[src/hw/rtl/hsl_pkg.sv]
// ----------------------------------------------------------------------------
// hsl_pkg
// Types, constants and the sector routing table for the HSL to RGB converter.
// ----------------------------------------------------------------------------
package hsl_pkg;

   localparam int UNIT_ONE     = 4096;
   localparam int FULL_TURN    = 23040;
   localparam int SECTOR_UNITS = 3840;
   localparam int PAIR_UNITS   = 7680;
   localparam int HALF_SECTOR  = 1920;
   localparam int RECIP_15     = 2185;   // ceil(2^15 / 15)

   // channel value denominator 4096*4096*3840
   localparam logic [37:0] DEN        = 38'd64424509440;
   // half a denominator, the rounding bias after scaling by 255
   localparam logic [43:0] ROUND_BIAS = 44'd32212254720;

   typedef logic signed [37:0] hsl_wide_type;

   typedef enum logic [1:0] {
      CH_HI,
      CH_X,
      CH_LO
   } hsl_sel_type;

   typedef struct packed {
      hsl_sel_type r;
      hsl_sel_type g;
      hsl_sel_type b;
   } hsl_route_type;

   typedef struct packed {
      logic s4;
      logic s5;
      logic s6;
   } hsl_adv_type;

   function automatic hsl_route_type hsl_route(input logic [2:0] sector);
      hsl_route_type rt;
      case (sector)
         3'd0: rt = '{r: CH_HI, g: CH_X,  b: CH_LO};
         3'd1: rt = '{r: CH_X,  g: CH_HI, b: CH_LO};
         3'd2: rt = '{r: CH_LO, g: CH_HI, b: CH_X };
         3'd3: rt = '{r: CH_LO, g: CH_X,  b: CH_HI};
         3'd4: rt = '{r: CH_X,  g: CH_LO, b: CH_HI};
         default: rt = '{r: CH_HI, g: CH_LO, b: CH_X };
      endcase
      return rt;
   endfunction

endpackage

[src/hw/rtl/hsl_to_rgb_converter_unit.sv]
// ----------------------------------------------------------------------------
// hsl_to_rgb_converter_unit
// HSL pixel to 8-bit RGB, exact rational arithmetic, six-stage pipeline.
// ----------------------------------------------------------------------------
//  channel | direction | ports
//  req     | in        | req_valid, req_stall, req_hue, req_saturation, req_lightness
//  rsp     | out       | rsp_valid, rsp_stall, rsp_red, rsp_green, rsp_blue
//
//  rsp_valid rises when an accepted item reaches stage 6; one item per cycle while rsp_stall is low.
//  Each stage holds a valid bit and loads when empty or when the next one moves,
//  so bubbles collapse while rsp is stalled.
//  req_stall rises only when all six stages are full and rsp_stall is high.
//  Reset clears the valid bits only.
// ----------------------------------------------------------------------------
module hsl_to_rgb_converter_unit (
   input  logic        clock,
   input  logic        reset,
   input  logic        req_valid,
   output logic        req_stall,
   input  logic [14:0] req_hue,
   input  logic [12:0] req_saturation,
   input  logic [12:0] req_lightness,
   output logic        rsp_valid,
   input  logic        rsp_stall,
   output logic [7:0]  rsp_red,
   output logic [7:0]  rsp_green,
   output logic [7:0]  rsp_blue
);
   import hsl_pkg::*;

   logic [5:0] valid_in, valid_ff;
   logic [5:0] en;

   // stage 1
   logic [14:0] s1_hue_in, s1_hue_ff;
   logic [12:0] s1_sat_in, s1_sat_ff;
   logic [12:0] s1_light_in, s1_light_ff;
   logic [12:0] s1_span_in, s1_span_ff;
   logic [13:0] two_l;
   logic [12:0] l_off;

   // stage 2
   logic [24:0] s2_cc_in, s2_cc_ff;
   logic [2:0]  s2_sector_in, s2_sector_ff;
   logic [11:0] s2_tri_in, s2_tri_ff;
   logic [12:0] s2_light_ff;
   logic [12:0] rem;

   // stage 3
   hsl_wide_type  s3_p_hi_in, s3_p_hi_ff;
   hsl_wide_type  s3_p_x_in, s3_p_x_ff;
   hsl_wide_type  s3_base_in, s3_base_ff;
   hsl_route_type s3_route_ff;
   logic signed [25:0] cc_s;
   logic signed [12:0] tri_off;

   hsl_adv_type adv;

   // ---- handshake ----
   always_comb begin
      en[5] = !valid_ff[5] || !rsp_stall;
      for (int i = 4; i >= 0; i--) begin
         en[i] = !valid_ff[i] || en[i + 1];
      end
      valid_in = {valid_ff[4:0], req_valid};
   end

   assign req_stall = !en[0];
   assign rsp_valid = valid_ff[5];
   assign adv       = '{s4: en[3], s5: en[4], s6: en[5]};

   always_ff @(posedge clock) begin
      if (reset) begin
         valid_ff <= '0;
      end else begin
         for (int i = 0; i < 6; i++) begin
            if (en[i]) begin
               valid_ff[i] <= valid_in[i];
            end
         end
      end
   end

   // ---- stage 1: wrap hue, clamp s and l, 1-|2l-1| ----
   always_comb begin
      s1_hue_in   = (req_hue >= 15'(FULL_TURN)) ? req_hue - 15'(FULL_TURN) : req_hue;
      s1_sat_in   = (req_saturation > 13'(UNIT_ONE)) ? 13'(UNIT_ONE) : req_saturation;
      s1_light_in = (req_lightness > 13'(UNIT_ONE)) ? 13'(UNIT_ONE) : req_lightness;
      two_l       = {s1_light_in, 1'b0};
      if (two_l >= 14'(UNIT_ONE)) begin
         l_off = 13'(two_l - 14'(UNIT_ONE));
      end else begin
         l_off = 13'(14'(UNIT_ONE) - two_l);
      end
      s1_span_in = 13'(UNIT_ONE) - l_off;
   end

   // ---- stage 2: chroma, sector, triangle ----
   always_comb begin
      s2_cc_in = 25'(26'(s1_span_ff) * 26'(s1_sat_ff));
      if (s1_hue_ff >= 15'(5 * SECTOR_UNITS)) begin
         s2_sector_in = 3'd5;
      end else if (s1_hue_ff >= 15'(4 * SECTOR_UNITS)) begin
         s2_sector_in = 3'd4;
      end else if (s1_hue_ff >= 15'(3 * SECTOR_UNITS)) begin
         s2_sector_in = 3'd3;
      end else if (s1_hue_ff >= 15'(2 * SECTOR_UNITS)) begin
         s2_sector_in = 3'd2;
      end else if (s1_hue_ff >= 15'(SECTOR_UNITS)) begin
         s2_sector_in = 3'd1;
      end else begin
         s2_sector_in = 3'd0;
      end
      if (s1_hue_ff >= 15'(2 * PAIR_UNITS)) begin
         rem = 13'(s1_hue_ff - 15'(2 * PAIR_UNITS));
      end else if (s1_hue_ff >= 15'(PAIR_UNITS)) begin
         rem = 13'(s1_hue_ff - 15'(PAIR_UNITS));
      end else begin
         rem = 13'(s1_hue_ff);
      end
      s2_tri_in = (rem <= 13'(SECTOR_UNITS)) ? 12'(rem) : 12'(13'(PAIR_UNITS) - rem);
   end

   // ---- stage 3: products ----
   always_comb begin
      cc_s       = $signed({1'b0, s2_cc_ff});
      tri_off    = $signed({1'b0, s2_tri_ff}) - $signed(13'(HALF_SECTOR));
      s3_p_x_in  = hsl_wide_type'(cc_s) * hsl_wide_type'(tri_off);
      s3_p_hi_in = $signed(38'(36'(s2_cc_ff) * 36'(HALF_SECTOR)));
      s3_base_in = $signed(38'({24'(24'(s2_light_ff) * 24'(SECTOR_UNITS)), 12'd0}));
   end

   always_ff @(posedge clock) begin
      if (en[0]) begin
         s1_hue_ff   <= s1_hue_in;
         s1_sat_ff   <= s1_sat_in;
         s1_light_ff <= s1_light_in;
         s1_span_ff  <= s1_span_in;
      end
      if (en[1]) begin
         s2_cc_ff     <= s2_cc_in;
         s2_sector_ff <= s2_sector_in;
         s2_tri_ff    <= s2_tri_in;
         s2_light_ff  <= s1_light_ff;
      end
      if (en[2]) begin
         s3_p_hi_ff  <= s3_p_hi_in;
         s3_p_x_ff   <= s3_p_x_in;
         s3_base_ff  <= s3_base_in;
         s3_route_ff <= hsl_route(s2_sector_ff);
      end
   end

   // ---- stages 4 to 6 ----
   hsl_chan_scale u_red (
      .clock     (clock),
      .adv       (adv),
      .sel       (s3_route_ff.r),
      .base      (s3_base_ff),
      .p_hi      (s3_p_hi_ff),
      .p_x       (s3_p_x_ff),
      .chan_byte (rsp_red)
   );

   hsl_chan_scale u_green (
      .clock     (clock),
      .adv       (adv),
      .sel       (s3_route_ff.g),
      .base      (s3_base_ff),
      .p_hi      (s3_p_hi_ff),
      .p_x       (s3_p_x_ff),
      .chan_byte (rsp_green)
   );

   hsl_chan_scale u_blue (
      .clock     (clock),
      .adv       (adv),
      .sel       (s3_route_ff.b),
      .base      (s3_base_ff),
      .p_hi      (s3_p_hi_ff),
      .p_x       (s3_p_x_ff),
      .chan_byte (rsp_blue)
   );

   // ---- checks ----
   a_stall_full: assert property (@(posedge clock) disable iff (reset)
      req_stall |-> (&valid_ff) && rsp_stall)
      else $error("req stalled with a free stage");

   a_s1_range: assert property (@(posedge clock) disable iff (reset)
      valid_ff[0] |-> s1_hue_ff < 15'(FULL_TURN) && s1_sat_ff <= 13'(UNIT_ONE)
                      && s1_light_ff <= 13'(UNIT_ONE) && s1_span_ff <= 13'(UNIT_ONE))
      else $error("stage 1 value out of range");

   a_s2_range: assert property (@(posedge clock) disable iff (reset)
      valid_ff[1] |-> s2_sector_ff <= 3'd5 && s2_tri_ff <= 12'(SECTOR_UNITS))
      else $error("stage 2 sector or triangle out of range");

   a_drain: assert property (@(posedge clock) disable iff (reset)
      valid_ff[4] && en[5] |=> rsp_valid)
      else $error("item lost between last two stages");

endmodule

[src/hw/rtl/hsl_chan_scale.sv]
// ----------------------------------------------------------------------------
// hsl_chan_scale
// Per-channel back end: picks the chroma term, adds m, clamps, scales by 255
// and rounds half up over three register stages.
// ----------------------------------------------------------------------------
module hsl_chan_scale (
   input  logic                 clock,
   input  hsl_pkg::hsl_adv_type adv,
   input  hsl_pkg::hsl_sel_type sel,
   input  hsl_pkg::hsl_wide_type base,
   input  hsl_pkg::hsl_wide_type p_hi,
   input  hsl_pkg::hsl_wide_type p_x,
   output logic [7:0]           chan_byte
);
   import hsl_pkg::*;

   hsl_wide_type term;
   hsl_wide_type sum;
   logic [35:0]  vc_in, vc_ff;
   logic [43:0]  n_scaled;
   logic [11:0]  x_in, x_ff;
   logic [23:0]  q_prod;
   logic [7:0]   byte_in, byte_ff;

   always_comb begin
      case (sel)
         CH_HI:   term = p_hi;
         CH_X:    term = p_x;
         CH_LO:   term = -p_hi;
         default: term = '0;
      endcase
      sum = base + term;
      if (sum < 0) begin
         vc_in = '0;
      end else if (sum > $signed(DEN)) begin
         vc_in = DEN[35:0];
      end else begin
         vc_in = sum[35:0];
      end
   end

   // floor((v*255 + D/2) / 2^32), then divide by 15
   assign n_scaled = 44'(vc_ff) * 44'd255 + ROUND_BIAS;
   assign x_in     = n_scaled[43:32];
   assign q_prod   = 24'(x_ff) * 24'(RECIP_15);
   assign byte_in  = q_prod[22:15];

   always_ff @(posedge clock) begin
      if (adv.s4) begin
         vc_ff <= vc_in;
      end
      if (adv.s5) begin
         x_ff <= x_in;
      end
      if (adv.s6) begin
         byte_ff <= byte_in;
      end
   end

   assign chan_byte = byte_ff;

endmodule
[config.mk]
export PLATFORM = sky130hd
export DESIGN_NAME = hsl_to_rgb_converter_unit
export DESIGN_NICKNAME = d
export VERILOG_FILES = /design/src/hw/rtl/hsl_pkg.sv /design/src/hw/rtl/hsl_to_rgb_converter_unit.sv /design/src/hw/rtl/hsl_chan_scale.sv
export SDC_FILE = /design/constraint.sdc
export NUM_CORES = 2
export LEC_CHECK = 0
export ABC_AREA = 1
export BUFFER_PORTS_ARGS = -buffer_cell sky130_fd_sc_hd__buf_2
export CAP_MARGIN = 20
export CORE_ASPECT_RATIO = 2
export CORE_UTILIZATION = 60
export DETAILED_ROUTE_END_ITERATION = 8
export HOLD_SLACK_MARGIN = 0.15
export PLACE_DENSITY = 0.8
export SYNTH_ARGS = -nofsm -noshare
export SYNTH_HDL_FRONTEND = slang
export SYNTH_SLANG_ARGS = --single-unit
[constraint.sdc]
create_clock -name clock -period 9.4 [get_ports clock]
set_input_delay 0.47 -clock clock [delete_from_list [all_inputs] [get_ports clock]]
set_output_delay 0.47 -clock clock [all_outputs]
set_load 0.02 [all_outputs]
==> results_dict.tcl <==
set metrics [dict create \
    drt_iter0_drc 2218 \
    initial_core_util_pct 60.5 \
    clk_pin_slew_ps 70 \
    synth_xor_area_share_pct 2.90 \
    die_height_um 454 \
    synthAdderAreaFrac_pct 45.8 \
    overflow 0 \
    grt_pass1_vias 52800 \
    wl_um 177000 \
    root_buffer "clkbuf_16" \
    synth_compound_area_share_pct 7.32 \
    synth_cell_types 67 \
    gp_congestion 1.10 \
    synth_top_area_share_pct 30.6 \
    area_growth_pct 5.43 \
    final_cell_count_no_fill 8446 \
    post_drt_wl_per_cell_um 20.9 \
    ioPinCount 71 \
    synthMuxAreaShare_pct 0 \
    path_max_fanout 18 \
    die_x_um 228 \
    antenna_found_initial 5 \
    numClockSinks 362 \
    critPathRequiredTime_ps 9750 \
    synthCells 7013 \
    rows 165 \
    drive_above_1_share_pct 4.01 \
    slew_headroom_pct 8.41 \
    synth_warnings 0 \
    worstPathArrival_ps 7840 \
    postCtsSetupBuffers 0 \
    slew_violations 0 \
    end_kind "flip-flop" \
    dieArea_sq_mm 0.103 \
    track_usage_pct 35.3 \
    criticalPathCategory "flip-flop to flip-flop" \
    syn_area_sq_mm 0.0612 \
    synth-simple-area-share_pct 15.4 \
    final_common_cell "inv_1" \
    grt_pass1_wl_um 276000 \
    max-clock-path-buffers 3 \
    yosys.area.top_type "fa_1" \
    synth_top_family_by_area "adder cells" \
    synthTopCellsByArea "fa_1, edfxtp_1, ha_1, inv_1, nand2_1" \
    synth_area_per_cell_sq_um 8.73 \
    syn-num-nets 8739 \
    cap_violations 0 \
    grt_max_degree 69 \
    clock_skew_ps 64.6 \
    vias 47800 \
    coreArea_sq_mm 0.101 \
    io_buffer_count 70 \
    crit_path_start_kind "flip-flop" \
    synth_ff_type "edfxtp_1" \
    post-route-period-util_pct 79.7 \
    fin_setup_tns_ps 0 \
    cts-buffers-inserted 38 \
    final_nets 8803 \
    layout_common_cells "inv_1, nand2_1, fa_1" \
    place_inst 8346 \
    cpPeakStageDelay_ps 880 \
    avgViaCountPerCell 5.66 \
    worstSkewPairLatency_ps 650 \
    report.final.hold_viol_count 0 \
    cp_common_cell "nand2_1" \
    ys_seq_elements 362 \
    critPathSlowestCell "edfxtp_1" \
    drtPass1Iterations 5 \
    htree_levels 2 \
    ys_seq_area_share_pct 17.7 \
    status "completed" \
    synth_edf_count 356 \
    ys_async_sr_fraction_pct 0 \
    tightest_slew_ps 1370 \
    timing.fmax_mhz 133 \
    finalSetupViolCount 0 \
    hold_class "input port to flip-flop" \
    antenna_left 0 \
    cts_tree "done" \
    dpl.hpwl_um 151000 \
    drc 0 \
    min_period_ps 7490 \
    rsz0062_at_grt "no" \
]
-- cell usage after synthesis, drive strengths merged, types with 13 or more instances --
library cell,number
nor4,21
a31oi,35
o31ai,15
o21a,23
buf,28
nand3,220
nor3,60
o211ai,17
xor2,160
clkbuf,81
nor2,592
a21oi,326
o221ai,40
nand4,59
o22ai,26
o21ai,179
ha,745
edfxtp,356
inv,1638
o21bai,26
nand2,1288
xnor2,43
fa,936
a21boi,13
a21o,24
-- worst paths after layout --
kind,slack [ps],endpoint,startpoint,depth (start not counted)
max reg2reg,1910,s3_p_x_ff[35]$_DFFE_PP_,s2_tri_ff[7]$_DFFE_PP_,27
min reg2reg,420,s2_light_ff[6]$_DFFE_PP_,s1_light_ff[6]$_DFFE_PN_,0
max,1910,s3_p_x_ff[35]$_DFFE_PP_,s2_tri_ff[7]$_DFFE_PP_,27
min,170,s1_hue_ff[9]$_DFFE_PN_,req_hue[9],2
-- flip-flops by register name, summed over array words and instances, names as in the netlist, 15 cells and up --
name           cells
s3_p_x_ff         37
u_blue.vc_ff      35
u_green.vc_ff     35
u_red.vc_ff       35
s3_p_hi_ff        28
s2_cc_ff          24
s3_base_ff        16
s1_hue_ff         15
-- per-stage QoR --
stage / instance area [sq um] / util, % / setup slack [ps] / hold slack [ps]
2_1_floorplan: 61200 / - / 346 / 400
3_3_place_gp: 63000 / 62.3 / 2140 / 404
3_5_place_dp: 63000 / 62.3 / 2040 / 405
4_1_cts: 64500 / 63.7 / 2010 / 159
5_1_grt: 64500 / 63.8 / 1610 / 176
6_report: 64500 / 63.8 / 1910 / 173
-- metal layers --
| metal | vias to the layer above | GRT usage [%] | routed length, um |
|---|---|---|---|
| li1 | 22100 | - | - |
| met1 | 23300 | 28.3 | 50800 |
| met2 | 1527 | 67.2 | 95000 |
| met3 | 881 | 6.68 | 8660 |
| met4 | 0 | 38.1 | 22400 |
| met5 | - | 0 | 0 |
-- cell type report --
cell class / count / area [sq um]
Tap cell: 1336 / 1670
Fill cell: 8465 / 36600
Multi-Input combinational cell: 4902 / 43700
Inverter: 1640 / 6160
Timing Repair Buffer: 133 / 892
Sequential cell: 362 / 10800
Clock buffer: 44 / 973
Clock inverter: 24 / 287
Antenna cell: 5 / 12.5
-- cells by family (layout without fill, tap and decap cells) --
logic type,count (synthesis),count (layout)
AND/OR/NAND/NOR,2259,2259
AO/OA/AOI/OAI,759,759
buffers and inverters,1749,1841
adder cells (fa/ha/maj),1681,1681
other,0,5
flip-flops,362,362
XOR/XNOR,203,203
-- worst max-delay path, delay by kind of cell (launching register included) --
| kind | cells | cell delay (ps) |
|---|---|---|
| xor gates and xnor gates | 1 | 60 |
| buffers and inverters | 4 | 650 |
| and+or+nand+nor | 11 | 1870 |
| DFF | 1 | 880 |
| adders and majority gates | 8 | 3130 |
| AOI/OAI and AO/OA | 3 | 610 |
-- timing repair --
action | in CTS | in global routing
resized for setup | 0 | 0
hold buffers | 20 | 0
endpoints found under the hold margin | 20 | 0
Power is not shown: default switching activity piles up to over one toggle a cycle in this logic, so the estimate is an artifact.
